## config.mk

```make
export PLATFORM = sky130hd
export DESIGN_NAME = gdsii_real_to_ieee_double_core
export DESIGN_NICKNAME = d
export VERILOG_FILES = /design/src/hw/rtl/gdsr_pkg.sv /design/src/hw/rtl/gdsii_real_to_ieee_double_core.sv
export SDC_FILE = /design/constraint.sdc
export NUM_CORES = 1
export LEC_CHECK = 0
export ABC_AREA = 1
export ABC_CLOCK_PERIOD_IN_PS = 4700
export BUFFER_PORTS_ARGS = -buffer_cell sky130_fd_sc_hd__buf_2
export CORE_ASPECT_RATIO = 0.7
export CORE_MARGIN = 5
export CORE_UTILIZATION = 57
export DETAILED_ROUTE_END_ITERATION = 16
export HOLD_SLACK_MARGIN = 0.02
export PLACE_DENSITY = 0.78
export SETUP_SLACK_MARGIN = 0.4
export SYNTH_ARGS = -nofsm -noshare
export SYNTH_HDL_FRONTEND = slang
export SYNTH_SLANG_ARGS = --single-unit
```

## constraint.sdc

```tcl
create_clock -name clk -period 4.7 [get_ports clk]
set_input_delay 0.235 -clock clk [delete_from_list [all_inputs] [get_ports clk]]
set_output_delay 0.235 -clock clk [all_outputs]
set_load 0.005 [all_outputs]
```

## src/hw/rtl/gdsr_pkg.sv

```systemverilog
// Package: shared constants and a helper for the GDSII real converter.
package gdsr_pkg;
  localparam int unsigned WordW = 64;
  localparam int unsigned FracW = 56;
  localparam int unsigned PosW  = 6;
  localparam int unsigned ExpW  = 11;
  localparam int unsigned Bias  = 1023;
  localparam int unsigned ExpOffset = 312;

  // Priority search for the highest set bit in a nonzero 56-bit fraction.
  function automatic logic [PosW-1:0] top_bit(input logic [FracW-1:0] v);
    logic [PosW-1:0] p;
    p = '0;
    for (int i = 0; i < FracW; i++) begin
      if (v[i]) begin
        p = PosW'(i);
      end
    end
    return p;
  endfunction
endpackage

```

## src/hw/rtl/gdsii_real_to_ieee_double_core.sv

```systemverilog
// Top level: pipelined GDSII eight-byte real to IEEE 754 double converter.
//
// Channels: the slave side (s_axis_*) takes one GDSII real per request in
// tdata, first stream byte in bits 63..56. The master side (m_axis_*)
// returns the IEEE 754 binary64 pattern of the same value in tdata.
// One result leaves for every request taken, in order.
// Pipeline: stage 1 splits fields and finds the leading one, stage 2
// normalizes the fraction and forms the exponent, stage 3 rounds to nearest
// even and packs the result into the output register.
// A request passes the stage 1, 2 and 3 registers in order. Throughput: one
// request per cycle unless the output stalls, set by the three stages each
// taking a new request whenever the stage after it moves or is empty.
// Reset: rst clears all valid bits; payload registers keep stale data.
// Stall: when m_axis_tready is low the output holds; earlier stages keep
// filling until they meet an occupied stage, then s_axis_tready drops.
// Nothing is lost or repeated.
module gdsii_real_to_ieee_double_core
  import gdsr_pkg::*;
(
  input  logic             clk,
  input  logic             rst,
  input  logic             s_axis_tvalid,
  output logic             s_axis_tready,
  input  logic [WordW-1:0] s_axis_tdata,  // [63:0] raw_word
  output logic             m_axis_tvalid,
  input  logic             m_axis_tready,
  output logic [WordW-1:0] m_axis_tdata   // [63:0] ieee_bits
);
  // Stage 1 registers: split fields, leading-one position.
  logic             v1;
  logic             sgn1, zero1;
  logic [6:0]       ex1;
  logic [FracW-1:0] frac1;
  logic [PosW-1:0]  p1;
  // Stage 2 registers: normalized fraction (leading one at bit 55).
  logic             v2;
  logic             sgn2, zero2;
  logic [ExpW-1:0]  be2;
  logic [FracW-1:0] norm2;
  // Stage 3: output register.
  logic             v3;
  logic [WordW-1:0] out3;

  logic adv1, adv2, adv3;
  assign adv3 = !v3 || m_axis_tready;
  assign adv2 = !v2 || adv3;
  assign adv1 = !v1 || adv2;
  assign s_axis_tready = adv1;

  always_ff @(posedge clk) begin
    if (rst) begin
      v1 <= 1'b0;
      v2 <= 1'b0;
      v3 <= 1'b0;
    end else begin
      if (adv1) v1 <= s_axis_tvalid;
      if (adv2) v2 <= v1;
      if (adv3) v3 <= v2;
    end
  end

  // Stage 1: take the request apart and locate the leading one.
  always_ff @(posedge clk) begin
    if (adv1 && s_axis_tvalid) begin
      sgn1  <= s_axis_tdata[63];
      ex1   <= s_axis_tdata[62:56];
      frac1 <= s_axis_tdata[FracW-1:0];
      zero1 <= (s_axis_tdata[FracW-1:0] == '0);
      p1    <= top_bit(s_axis_tdata[FracW-1:0]);
    end
  end

  // Stage 2: shift the leading one to bit 55; biased exponent for it there.
  // Value = norm * 2^(4e - 312 + p - 55); IEEE exponent taken at bit 55 is
  // p + 4e - 312 + 1023, always in 711..1274 before the rounding carry.
  logic [PosW-1:0] lsh;
  logic [ExpW-1:0] be_calc;
  assign lsh = PosW'(FracW - 1) - p1;
  assign be_calc = ExpW'({ex1, 2'b00}) + ExpW'(p1) + ExpW'(Bias) - ExpW'(ExpOffset);

  always_ff @(posedge clk) begin
    if (adv2 && v1) begin
      sgn2  <= sgn1;
      zero2 <= zero1;
      norm2 <= frac1 << lsh;
      be2   <= be_calc;
    end
  end

  // Stage 3: drop three bits with round to nearest even, then pack.
  logic [53:0]     rmant;
  logic            rup;
  logic [ExpW-1:0] be_fin;
  logic [51:0]     mfin;
  always_comb begin
    rup    = norm2[2] && (norm2[1] || norm2[0] || norm2[3]);
    rmant  = {1'b0, norm2[55:3]} + 54'(rup);
    if (rmant[53]) begin
      be_fin = be2 + ExpW'(1);
      mfin   = rmant[52:1];
    end else begin
      be_fin = be2;
      mfin   = rmant[51:0];
    end
  end

  always_ff @(posedge clk) begin
    if (adv3 && v2) begin
      if (zero2) begin
        out3 <= {sgn2, 63'd0};
      end else begin
        out3 <= {sgn2, be_fin, mfin};
      end
    end
  end

  assign m_axis_tvalid = v3;
  assign m_axis_tdata  = out3;

`ifndef NO_ASSERTIONS
  a_hold: assert property (@(posedge clk) disable iff (rst)
    (m_axis_tvalid && !m_axis_tready) |=> (m_axis_tvalid && $stable(m_axis_tdata)))
    else $error("output changed under stall");
  a_norm: assert property (@(posedge clk) disable iff (rst)
    (v2 && !zero2) |-> norm2[FracW-1])
    else $error("fraction not normalized");
  a_ready: assert property (@(posedge clk) disable iff (rst)
    (v1 && v2 && v3 && !m_axis_tready) |-> !s_axis_tready)
    else $error("ready high with full pipe");
  a_fill: assert property (@(posedge clk) disable iff (rst)
    (s_axis_tvalid && s_axis_tready) |=> v1)
    else $error("accepted request lost");
`endif
endmodule

```

### Word-level counts from Yosys, hierarchy flattened

Index checks and enable logic that the tools add are counted.

* output and inout bits: 66
* bits of input ports: 68
* word-level logic and storage cells: 98
* bits in registers: 207

* shifts and indexed selects: 1
* reduce and logical (&&, ||, !) cells: 17
* add/subtract/negate cells: 6
* muxes and demuxes: 56

Operator list (number)
* two-way mux 6 bit: 30
* two-way mux 5 bit: 16
* zero test 56 bit: 1
* << shifter 56 x 6 -> 56 bit: 1
* adder 53 x 1 -> 54 bit: 1
* two-way mux 52 bit: 1
* OR reduction 24 bit: 1
* two-way mux 3 bit: 4
* adder 10 x 10 -> 11 bit (second input constant): 1
* adder 11 x 1 -> 11 bit (second input constant): 1
* two-way mux 11 bit: 1
* subtractor 11 x 9 -> 11 bit (second input constant): 1
* adder 9 x 6 -> 10 bit: 1
* OR reduction 8 bit: 1
* subtractor 6 bit (first input constant): 1
* logical OR 1 bit: 5
* logical AND 1 bit: 4
* two-way mux 2 bit: 2
* OR reduction 4 bit: 1
* zero test 1 bit: 3
* two-way mux 1 bit: 2
* OR reduction 2 bit: 1

### Longest topological paths before layout

* depth after elaboration: 54
* depth in mapped cells: 53
* gate-level depth less buffers: 53

### Least setup slack after synthesis

No wires, ideal clock.

* path kind: reg2reg
* start: register v3, in the netlist m_axis_tvalid
* end: register out3[0], in the netlist m_axis_tdata[0] (enable)
* slack: 732 ps
* arrival: 3461 ps
* library setup time: 507 ps
* clock period less this slack: 3968 ps
* data required time: 4193 ps
* stages on the path, launching flop included: 2
* path buffers: 0
* cells stage by stage: dfxtp_1 a21oi_1

* cells in the longest elaborated chain, start to end: 3

Ends and longest elaborated chain
* start, declared: RTL line gdsii_real_to_ieee_double_core.sv:41 `logic v3;`
* start signal, assigned: RTL line gdsii_real_to_ieee_double_core.sv:58 `if (adv3) v3 <= v2;`
* zero test 1 bit: RTL line gdsii_real_to_ieee_double_core.sv:45 `assign adv3 = !v3 || m_axis_tready;`
* logical OR 1 bit: RTL line gdsii_real_to_ieee_double_core.sv:45
* logical AND 1 bit: RTL line gdsii_real_to_ieee_double_core.sv:108 `if (adv3 && v2) begin`
* end signal, assigned: RTL line gdsii_real_to_ieee_double_core.sv:110 `out3 <= {sgn2, 63'd0};`
* end signal, assigned: RTL line gdsii_real_to_ieee_double_core.sv:112 `out3 <= {sgn2, be_fin, mfin};`
* end, declared: RTL line gdsii_real_to_ieee_double_core.sv:42 `logic [WordW-1:0] out3;`

No other way between the ends.
A chain may end at the register's enable or synchronous reset.

### Worst setup path after layout

* start: register norm2[7]
* end: register out3[59], in the netlist m_axis_tdata[59] (data pin)

* cells in the longest elaborated chain, start to end: 2

Ends and longest elaborated chain
* start, declared: RTL line gdsii_real_to_ieee_double_core.sv:39 `logic [FracW-1:0] norm2;`
* start signal, assigned: RTL line gdsii_real_to_ieee_double_core.sv:85 `norm2 <= frac1 << lsh;`
* adder 53 x 1 -> 54 bit: RTL line gdsii_real_to_ieee_double_core.sv:97 `rmant = {1'b0, norm2[55:3]} + 54'(rup);`
* two-way mux 11 bit: RTL line gdsii_real_to_ieee_double_core.sv:98 `if (rmant[53]) begin`

No other way between the ends.

==> flow_metrics.env <==
export IMPL_die_h_microns=133
export IMPL_first_pass_iters=6
export IMPL_setup_tns_ns=0
export IMPL_gr_total_overflow=0
export IMPL_final_wtd_congestion=0.979
export IMPL_io_pin_count=134
export IMPL_p_switching_mw=1.22
export IMPL_synth_warnings=0
export IMPL_port_buffer_count=133
export IMPL_final_max_slew_viol_count=0
export IMPL_power_share_sequential=0.484
export IMPL_grt_antenna_before_repair=0
export IMPL_fp_dieW_microns=186
export IMPL_layout_stage_area_growth_over_the_synthesis_result_pct=18.9
export IMPL_pwr_share_comb=0.155
export IMPL_clock_path_buffers=3
export IMPL_dieArea_sq_um=24800
export IMPL_leakagePower_nw=6.42
export IMPL_final_core_util=0.683
export IMPL_required_time_of_the_critical_path_ns=4.97
export IMPL_fillCellCount=1710
export IMPL_setup_violations_final=0
export IMPL_synth_ff_type="edfxtp_1"
export IMPL_cp_startpoint="norm2[7]"
export IMPL_area_sequential_sq_um=6190
export IMPL_synth_yosys_seq_area_share=0.499
export IMPL_multiInputGateArea_sq_um=5460
export IMPL_wire_length_after_detailed_routing_microns=33700
export IMPL_power_internal_mw=3.32
export IMPL_hold_slack_ns=0.0557
export IMPL_finalHoldViolCount=0
export IMPL_post_route_cells_drive_above_1_share=0.147
export IMPL_layout_cells_most_common_list="415 x nand2_1, 204 x edfxtp_1, 159 x o21ai_0"
export IMPL_layout_worst_path_cycle_share=0.898
export IMPL_swShare=0.269
export IMPL_wire_per_inst_microns=17.1
export IMPL_avgSynthCellArea_sq_um=8.26
export IMPL_dr_drc_count=0
export IMPL_criticalPathCategory="reg -> reg"
export IMPL_synthesis_instances=1500
export IMPL_tritoncts_clock_tree="done"
export IMPL_placed_cells=1865
export IMPL_dpl_instance_area_sq_um=13300
export IMPL_core_area_sq_um=21600
export IMPL_final_nets=1760
export IMPL_synth_enable_flop_cells=204
export IMPL_detailed_place_hpwl_microns=24500
export IMPL_maxSlewHeadroom=0.305
export IMPL_grt_start_max_net_pins=72
export IMPL_synth_distinct_cells=50
export IMPL_layout_cells_most_common="nand2_1"
export IMPL_antenna_cells_inserted=0
export IMPL_fin_crit_period_ns=4.22
export IMPL_report_power_total_mw=4.55
export IMPL_rsz_0062_raised_after_global_routing="true"
export IMPL_max_slew_worst_pin_slew_ns=1.04
export IMPL_numClockSinks=207
export IMPL_maxClockFrequency_mhz=237
export IMPL_first_global_vias=10100
export IMPL_final_design_area_no_fill_sq_um=14700
export IMPL_synth_area_sq_um=12400
export IMPL_endpoint_kind="register"
export IMPL_root_buffer="clkbuf_16"
export IMPL_power_per_cell_area_nw_per_um2=308
export IMPL_start_util=0.575
export IMPL_row_count=45
export IMPL_run_status="finished clean"
export IMPL_pre_cts_setup_slack_ns=0.451
export IMPL_p_clk_frac=0.361
export IMPL_final_setup_worst_slack_ns=0.480
export IMPL_cts_reportedPaths_clkPinSlew_ns=0.06
export IMPL_highest_cell_delay_on_the_worst_timing_path_ns=0.40
export IMPL_postSynthNetCount=1584
export IMPL_drtAntennaViolNets=0
export IMPL_cts_buffers=21
export IMPL_postSynthRegisterBits=207
export IMPL_min_path_type="in -> reg"
export IMPL_startpoint_kind_of_the_worst_setup_timing_path="register"
export IMPL_crit_fanout=3
export IMPL_arrival_time_of_the_worst_setup_path_ns=4.49
export IMPL_crit_slowest_cell="edfxtp_1"
export IMPL_worst_r2r_startpoint="norm2[7]"
export IMPL_max_cap_violations=0
export IMPL_detailedRoute_firstIterationViolations=1289
export IMPL_wire_length_of_the_first_global_routing_pass_microns=52800
export IMPL_power_ir_vdd_worst_mv=0.289
export IMPL_grt_total_usage=0.267
export IMPL_clk_insertion_delay_late_ns=0.51
export IMPL_reg2reg_setup_slack_ns=0.48
export IMPL_number_of_vias_per_cell=5.56
export IMPL_htree_num_levels=1
export IMPL_clock_skew_ns=0.0110
export IMPL_finalNonFillerCells=1973
export IMPL_synthArstFlopShare=0
export IMPL_holdCritStartpoint="s_axis_tvalid"
export IMPL_dr_total_vias=11000
## power groups by stage
stage | Combinational (mW) | Clock [mW] | Sequential [mW]
after floorplan | 0.438 | 0 | 2.22
after global placement | 0.633 | 0 | 2.24
after detailed placement | 0.641 | 0 | 2.24
after CTS | 0.684 | 1.66 | 2.20
after global routing | 0.790 | 1.74 | 2.21
final | 0.703 | 1.64 | 2.20
## Yosys cell counts (2+ instances only)
library cell | instances | share of area
nand3_1 | 84 | 0.034
a31oi_1 | 5 | 0.0025
buf_1 | 15 | 0.0045
inv_1 | 142 | 0.043
a21oi_1 | 54 | 0.022
nor2_2 | 6 | 0.0030
o22ai_1 | 10 | 0.0050
nor3_2 | 8 | 0.0065
nand4_1 | 10 | 0.0050
edfxtp_1 | 204 | 0.49
clkbuf_1 | 54 | 0.016
ha_1 | 15 | 0.015
o31ai_1 | 3 | 0.0018
or4_1 | 2 | 0.0012
o21ai_0 | 159 | 0.064
xor2_1 | 33 | 0.023
dfxtp_1 | 3 | 0.0048
o21a_1 | 3 | 0.0018
nand4_2 | 3 | 0.0030
nor4_4 | 2 | 0.0034
nand2_1 | 416 | 0.13
nand2_2 | 3 | 0.0015
nor2_1 | 150 | 0.045
or2_2 | 9 | 0.0045
nor4_1 | 9 | 0.0045
o211ai_1 | 6 | 0.0036
xnor2_1 | 13 | 0.0092
clkinv_1 | 2 | 0.00061
mux2i_1 | 23 | 0.019
inv_2 | 5 | 0.0015
nor2_4 | 3 | 0.0027
nor3_1 | 25 | 0.010
nand3_2 | 4 | 0.0032
## registers in the layout, summed over array words and instances (netlist names)
signal and flops:
m_axis_tdata 64, frac1 56, norm2 56, be2 11, ex1 7, p1 6
m_axis_tvalid 1, sgn1 1, sgn2 1, v1 1, v2 1, zero1 1
zero2 1
## worst max-delay path, delay by kind of cell (launching register included)
kind	cells	cell delay, ns
compound gates	2	0.20
flops	1	0.40
buf+inv	1	0.05
simple gates	25	3.31
## final timing paths
kind	to	cells past startpoint
worst min register to register	sgn2	0
worst min-delay path	v1	3
worst max-delay path	m_axis_tdata[59]	28
worst max register to register	m_axis_tdata[59]	28
## repair_timing
| item | CTS | global route |
|---|---|---|
| gates resized for setup | 0 | 11 |
| setup endpoints to repair | 0 | 7 |
| buffers inserted | 0 | 5 |
| hold buffers | 65 | 0 |
| hold endpoints to repair | 67 | 0 |
## area by class of cell
cell class,instances,area share
Multi-Input combinational cell,1073,0.371
Timing Repair Buffer,223,0.102
Clock buffer,23,0.0362
Inverter,150,0.0383
Sequential cell,207,0.420
Tap cell,282,0.0239
Clock inverter,15,0.00917
## routing by layer
metal / vias to the layer above / part of all wire / wire length, microns / track usage
met5: - / 0 / 0 / 0
li1: 5384 / - / - / -
met2: 443 / 0.45 / 15200 / 0.421
met1: 5098 / 0.44 / 14800 / 0.396
met4: 0 / 0.016 / 523 / 0.0400
met3: 41 / 0.094 / 3170 / 0.0508
## logic make-up after synthesis
| kind of cell | count (synthesis) | share of synthesized area |
|---|---|---|
| and+or+nand+nor | 741 | 0.261 |
| AOI/OAI and AO/OA | 247 | 0.105 |
| buffers and inverters | 220 | 0.0668 |
| DFF | 207 | 0.499 |
| xor gates and xnor gates | 46 | 0.0325 |
| muxes | 23 | 0.0186 |
| adders and majority gates | 16 | 0.0168 |
Power figures use the tool's default switching activity.
